## src/rtl/core/xtea_block_cipher_top_defines.svh

```systemverilog
// ----------------------------------------------------------------------------
// XTEA block cipher assertion macros
// Concurrent assertion helpers shared by the cipher's RTL files. The checks
// drop out when the SYNTHESIS macro is set.
// ----------------------------------------------------------------------------
`ifndef XTEA_BLOCK_CIPHER_TOP_DEFINES_SVH
`define XTEA_BLOCK_CIPHER_TOP_DEFINES_SVH

`ifndef SYNTHESIS

// Consequent must hold in the same cycle as the antecedent.
`define XBC_ASSERT_NOW(label, clk, rst, ante, cons, msg) \
   label: assert property (@(posedge clk) disable iff (rst) (ante) |-> (cons)) \
      else $error(msg);

// Consequent must hold in the cycle after the antecedent.
`define XBC_ASSERT_NEXT(label, clk, rst, ante, cons, msg) \
   label: assert property (@(posedge clk) disable iff (rst) (ante) |=> (cons)) \
      else $error(msg);

`else

`define XBC_ASSERT_NOW(label, clk, rst, ante, cons, msg)
`define XBC_ASSERT_NEXT(label, clk, rst, ante, cons, msg)

`endif

`endif

```

## src/rtl/core/xbc_pkg.sv

```systemverilog
// ----------------------------------------------------------------------------
// XTEA block cipher package
// Shared constants, register indexes and types for the cipher chain.
// ----------------------------------------------------------------------------
package xbc_pkg;

   localparam int unsigned DEFAULT_ROUNDS = 32;
   localparam int unsigned WORD_W         = 32;
   localparam int unsigned CSR_INDEX_W    = 3;

   localparam logic [WORD_W-1:0] DELTA = 32'h9E37_79B9;

   // Configuration register indexes.
   typedef enum logic [CSR_INDEX_W-1:0] {
      REG_KEY0      = 3'd0,
      REG_KEY1      = 3'd1,
      REG_KEY2      = 3'd2,
      REG_KEY3      = 3'd3,
      REG_DIRECTION = 3'd4
   } csr_reg_type;

   // Data handed from one cell to the next.
   typedef struct packed {
      logic              valid;
      logic [WORD_W-1:0] y;
      logic [WORD_W-1:0] z;
   } stage_type;

   typedef logic [3:0][WORD_W-1:0] key_type;

   // Running sum after k delta steps, modulo 2^32.
   function automatic logic [WORD_W-1:0] round_sum(input int unsigned k);
      logic [63:0] product;
      product = 64'(k) * 64'(DELTA);
      return product[WORD_W-1:0];
   endfunction

endpackage

```

## src/rtl/core/xbc_round_cell.sv

```systemverilog
// ----------------------------------------------------------------------------
// XTEA half-round cell
// One half-round of the cipher with its own pipeline register. The running
// sum of this position is a constant for each direction.
// ----------------------------------------------------------------------------
`include "xtea_block_cipher_top_defines.svh"

module xbc_round_cell #(
   parameter logic                      FIRST_HALF = 1'b1,
   parameter logic [xbc_pkg::WORD_W-1:0] SUM_ENC   = '0,
   parameter logic [xbc_pkg::WORD_W-1:0] SUM_DEC   = '0
) (
   input  logic               clock,
   input  logic               reset,
   input  logic               advance,
   input  logic               direction,
   input  xbc_pkg::key_type   key_words,
   input  xbc_pkg::stage_type stage_in,
   output xbc_pkg::stage_type stage_out
);

   logic                       valid_ff, valid_in;
   logic [xbc_pkg::WORD_W-1:0] y_ff, y_in;
   logic [xbc_pkg::WORD_W-1:0] z_ff, z_in;

   logic                       updates_y;
   logic [xbc_pkg::WORD_W-1:0] src, tgt, sum, key, mix, result;
   logic [1:0]                 key_sel;

   // The half that updates y selects its key word by sum bits 1:0, the half
   // that updates z by sum bits 12:11. Deciphering swaps the order.
   always_comb begin
      updates_y = FIRST_HALF ^ direction;
      src       = updates_y ? stage_in.z : stage_in.y;
      tgt       = updates_y ? stage_in.y : stage_in.z;
      sum       = direction ? SUM_DEC : SUM_ENC;
      key_sel   = updates_y ? sum[1:0] : sum[12:11];
      key       = key_words[key_sel];
      mix       = (((src << 4) ^ (src >> 5)) + src) ^ (sum + key);
      result    = direction ? (tgt - mix) : (tgt + mix);
      valid_in  = advance ? stage_in.valid : valid_ff;
      y_in      = y_ff;
      z_in      = z_ff;
      if (advance) begin
         y_in = updates_y ? result : stage_in.y;
         z_in = updates_y ? stage_in.z : result;
      end
   end

   always_ff @(posedge clock) begin
      if (reset) begin
         valid_ff <= 1'b0;
      end else begin
         valid_ff <= valid_in;
      end
   end

   always_ff @(posedge clock) begin
      y_ff <= y_in;
      z_ff <= z_in;
   end

   assign stage_out = '{valid: valid_ff, y: y_ff, z: z_ff};

   `XBC_ASSERT_NEXT(a_cell_frozen, clock, reset, !advance, $stable({valid_ff, y_ff, z_ff}), "cell changed while the chain was stalled")
   `XBC_ASSERT_NEXT(a_cell_takes, clock, reset, advance && stage_in.valid, valid_ff, "cell dropped an item")

endmodule

```

## config.mk

```make
export PLATFORM = sky130hd
export DESIGN_NAME = xbc_round_cell
export DESIGN_NICKNAME = d
export VERILOG_FILES = /design/src/rtl/core/xbc_pkg.sv /design/src/rtl/core/xbc_round_cell.sv
export VERILOG_INCLUDE_DIRS = /design/src /design/src/rtl/core
export SDC_FILE = /design/constraint.sdc
export NUM_CORES = 1
export LEC_CHECK = 0
export BUFFER_PORTS_ARGS = -buffer_cell sky130_fd_sc_hd__buf_2
export CAP_MARGIN = 0
export CORE_ASPECT_RATIO = 1.75
export CORE_MARGIN = 4
export CORE_UTILIZATION = 35
export DETAILED_ROUTE_END_ITERATION = 10
export GPL_TIMING_DRIVEN = 0
export PLACE_DENSITY_LB_ADDON = 0.05
export SYNTH_ARGS = -nofsm -noshare
export SYNTH_HDL_FRONTEND = slang
export SYNTH_SLANG_ARGS = --single-unit
```

## constraint.sdc

```tcl
create_clock -name clock -period 8.4 [get_ports clock]
set_input_delay 0 -clock clock [delete_from_list [all_inputs] [get_ports clock]]
set_output_delay 0 -clock clock [all_outputs]
set_load 0.005 [all_outputs]
```

* Word-level counts from Yosys, hierarchy flattened
Index checks and enable logic that the tools add are counted.
** Operators by class
- Add/subtract/negate cells :: 3
- Muxes and demuxes :: 5
- Bitwise gates (word level) :: 2
** Operators with widths (count)
- $mux W32 :: 5
- $add A32 B32 Y32 :: 2
- $sub A32 B32 Y32 :: 1
- $xor A32 B27 Y32 :: 1
- $xor A32 B32 Y32 :: 1
** Word-level totals
- Register bits after elaboration :: 65
- Output and inout bits :: 65
- Logic and storage cells :: 13

* Logic depth before layout (Yosys ltp)
- Depth in word-level cells :: 7
- Mapped depth :: 29

* Worst setup path before layout
No wires, ideal clock.
- Path kind :: input to register
- Start point :: in direction
- End point :: reg y_ff[31] (netlist name) (data pin)
- Setup time :: 0.132 ns
- Arrival :: 6.443 ns
- Path slack :: 1.825 ns
- Cell stages on the path :: 27
- Buffers on the path :: 4
- Cell sequence :: clkbuf_1 clkbuf_1 clkbuf_1 clkbuf_1 mux2_2 ha_1 a21oi_1 a21oi_1 o211ai_1 nand2_1 xnor2_1 nor4b_1 nor2b_1 a31oi_1 xnor2_1 ha_1 a21o_1 a21o_1 a21o_1 nand2_1 nand2_1 a21o_1 o41ai_1 o2111ai_1 a21o_1 a2111oi_2 o31a_1
** On the way
- Word-level cells in the longest chain between the ends :: 7
- Elaborated cells between the ends (all ways) :: 9
- Those cells by class :: 3 x add/sub; 4 x mux; 2 x bitwise
** RTL lines
- start, declared :: line xbc_round_cell.sv:16 : input logic direction,
- $mux W32 :: line xbc_round_cell.sv:34 : src = updates_y ? stage_in.z : stage_in.y;
- $xor A32 B27 Y32 :: line xbc_round_cell.sv:39 : mix = (((src << 4) ^ (src >> 5)) + src) ^ (sum + key);
- $add A32 B32 Y32 :: line xbc_round_cell.sv:39
- $xor A32 B32 Y32 :: line xbc_round_cell.sv:39
- $add A32 B32 Y32 or $sub A32 B32 Y32 (tied branches) :: line xbc_round_cell.sv:40 : result = direction ? (tgt - mix) : (tgt + mix);
- $mux W32 :: line xbc_round_cell.sv:40
- $mux W32 (*) :: line xbc_round_cell.sv:45 : y_in = updates_y ? result : stage_in.y;
- end signal, assigned :: line xbc_round_cell.sv:59 : y_ff <= y_in;
- end, declared :: line xbc_round_cell.sv:23 : logic [xbc_pkg::WORD_W-1:0] y_ff, y_in;
Every way passes the cells marked *; elsewhere a longest branch is shown, timed or not.
A chain may end at the register's enable or synchronous reset.

* Worst setup path in the final report
Same ends and word-level chain as after synthesis.

==> flow_summary_export.csv <==
group,metric,value,unit
synth,synth-simple-area-share,16.5,%
cts,cts_buffers,9,
cells_and_area,regArea,1940,um^2
cells_and_area,multi_input_area,5810,um^2
synth,seq_area_frac_synth,24.3,%
timing,hold_slack,0.00283,ns
floorplan,design.core.area,22300,um^2
synth,synth_top_cell_area_share,24.1,%
synth,yosys.area_share.xor_xnor,16.9,%
floorplan,die_area,25400,um^2
route,num_vias,7655,
cts,htreeDepth,3,
synth,synthAdderAreaFrac,10.8,%
place,dp.cells,1381,
route,drtAntennaViolNets,0,
route,vias_per_cell,5.42,
grt,overflow,0,
cts,postCtsSetupBuffers,0,
cells_and_area,antenna_cells,0,
route,drtIter0Drc,358,
synth,synthFlopType,"edfxtp_1",
timing,setup_viol,0,
critical_path,cp_data_arrival_time,8.14,ns
cells_and_area,design_area,9720,um^2
cells_and_area,final_cell_mix,"buf_2, xnor2_1, nand2_1, a21oi_1, ha_1",
cells_and_area,final_cells,1413,
timing,tightestPinTransition,1.19,ns
power,leakage,4.26,nW
synth,async_reset_ff_share,0,%
grt,antenna_found_initial,0,
critical_path,startpoint_type,"input pin",
timing,slew_viol_final,0,
route,wl_per_cell,21.9,um
floorplan,rows,72,
route,drt_drc_violations_left,0,
grt,grt_pass1_vias,7950,
power,clkPwrFrac,16.6,%
grt,grtUsageTotal,24.6,%
synth,synth_cells,920,
place,hpwl,25700,um
cells_and_area,nFillCells,2324,
job,drv_cap,0,
cts,cts_tree,"done",
synth,syn-num-nets,1185,
floorplan,start_util,35.9,%
power,intPower,1.51,mW
critical_path,cp_data_required_time,8.63,ns
power,switching_power,1.21,mW
grt,grt_max_degree,66,
cts,root_buffer,"clkbuf_16",
cells_and_area,drive_gt1_share,22.1,%
power,pwr-share-seq,19.7,%
synth,synth_top_family_by_area,"compound AO/OA/AOI/OAI gates",
cells_and_area,fin_nets,1377,
timing,final.setup_skew,0,ns
place,port_buffers,165,
synth,synth-seq-cells,65,
power,power,2.72,mW
worst_hold_path,holdCritPathClass,"in2reg",
critical_path,crit_fanout,10,
floorplan,die_x,122,um
synth,synth_area,7980,um^2
critical_path,critPathKind,"in2reg",
timing,clock.fmax,126,MHz
route,drtPass1Iterations,5,
power,ir_drop,0.113,mV
cells_and_area,final_core_util,43.7,%
cts,worstSkewPairLatency,0.35,ns
place,place.gp.congestion,0.888,
power,p_sw_share,44.4,%
floorplan,io_pins,262,
synth,yosysUniqueCellTypes,72,
synth,muxShareOfSynthArea,5.82,%
run_status,status,"complete, no violations",
cts,path_clk_slew,0.07,ns
timing,hold_viol_final,0,
timing,maxSlewHeadroom,20.1,%
synth,synth_top_area_cell,"edfxtp_1",
route,routed_wl,31000,um
grt,grt_pass1_wl,46100,um
synth,synth-warning-count,0,
timing,post-route-period-util,94.2,%
power,powerDensity,280,nW/um^2
power,power_frac_comb,63.8,%
cells_and_area,area_growth,21.7,%
synth,synth_edf_count,64,
synth,syn_area_per_cell,8.68,um^2
cells_and_area,final_common_cell,"buf_2",
floorplan,die_h,208,um
timing,finalCriticalPeriod,7.92,ns
critical_path,end_kind,"register",
cts,clockBufferDepth,2,
synth,synth_area_leaders,"edfxtp_1, ha_1, xnor2_1",
place,placed_area,9180,um^2
timing,rsz0062_at_grt,"no",
cts,cts.sinks,65,
synth,synth_compound_area_share,22.6,%
-- kinds of logic after synthesis --
family | count (synthesis)
and+or+nand+nor | 262
buffers and inverters | 63
adders and majority gates | 68
xor gates and xnor gates | 145
muxes | 42
DFF | 65
AOI/OAI and AO/OA | 275
-- final cells by class --
type,count,area share (%)
multi-input combinational,792,59.8
sequential,65,20.0
timing repair buffer,181,10.2
tap,296,3.81
clock buffer,10,2.36
inverter,35,1.35
buffer,28,1.30
clock inverter,6,1.18
-- flip-flops by register name, summed over array words and instances, names as in the netlist --
register	cells
y_ff	32
z_ff	32
valid_ff	1
-- cell usage after synthesis (4+ instances only) --
| master | count |
|---|---|
| nor2_1 | 55 |
| nand2_1 | 78 |
| mux2_2 | 35 |
| o21bai_1 | 23 |
| or2_2 | 4 |
| nor3_1 | 17 |
| edfxtp_1 | 64 |
| o21a_1 | 9 |
| a21o_1 | 35 |
| and3_1 | 6 |
| a21boi_0 | 4 |
| and2_1 | 14 |
| xnor2_1 | 85 |
| a31oi_1 | 12 |
| o21ai_0 | 61 |
| a31o_2 | 4 |
| a211oi_1 | 4 |
| xnor3_1 | 6 |
| or3_1 | 5 |
| inv_1 | 34 |
| ha_1 | 66 |
| a21oi_1 | 77 |
| nand3_1 | 19 |
| o2111ai_1 | 4 |
| nand4_1 | 6 |
| mux2i_1 | 7 |
| clkbuf_1 | 20 |
| a41oi_1 | 4 |
| nand2b_1 | 15 |
| xor2_1 | 54 |
| o211ai_1 | 5 |
| nor2b_1 | 23 |
| buf_1 | 7 |
-- power by group through the flow --
stage / clock network, mW / logic [mW] / registers [mW]
2_1_floorplan: 0 / 1.18 / 0.559
3_3_place_gp: 0 / 1.73 / 0.543
3_5_place_dp: 0 / 1.73 / 0.543
4_1_cts: 0.462 / 1.74 / 0.537
5_1_grt: 0.475 / 1.92 / 0.544
6_report: 0.450 / 1.74 / 0.535
-- metal layers --
| layer | GRT usage (%) | wire, um |
|---|---|---|
| met4 | 13.5 | 1800 |
| met5 | 0 | 0 |
| met3 | 2.70 | 1020 |
| met2 | 49.5 | 18000 |
| met1 | 22.9 | 10200 |
-- final timing paths --
check	to	startpoint	slack (ns)	depth (start not counted)
worst max-delay path	y_ff[31]	direction	0.48	27
worst max register to register	valid_ff	valid_ff	7.26	3
worst min register to register	valid_ff	valid_ff	1.04	3
worst min-delay path	z_ff[10]	stage_in[10]	0.003	3
-- worst max-delay path, cell delays in order --
cell       delay (ns)
buf_2            0.12
clkbuf_1         0.55
clkbuf_1         0.59
clkbuf_1         0.46
clkbuf_2         0.48
mux2_2           0.41
ha_1             0.36
a21oi_1          0.19
a21oi_1          0.11
o211ai_1         0.52
nand2_1          0.13
xnor2_1          0.28
nor4b_2          0.56
a21oi_1          0.16
xnor2_1          0.34
ha_1             0.36
a21o_1           0.22
nor2b_1          0.13
nor2_1           0.12
nand2_1          0.07
nor3_1           0.21
a21oi_1          0.16
o41ai_2          0.51
o2111ai_1        0.28
a21o_1           0.25
a2111oi_2        0.36
o31a_1           0.18
-- timing repair --
action | in CTS | in global routing
hold endpoints to repair | 15 | 0
endpoints found under the setup margin | 6 | 6
gates cloned | 0 | 0
hold buffers | 16 | 0
resized for setup | 6 | 3
-- per-stage QoR --
stage | TNS (ns) | setup slack [ns]
2_1_floorplan | 0 | 1.83
3_3_place_gp | -5.66 | -0.865
3_5_place_dp | -4.72 | -0.804
4_1_cts | 0 | 0.0677
5_1_grt | 0 | 0.0880
6_report | 0 | 0.484
Note: power is estimated with default switching activity, not from simulation.
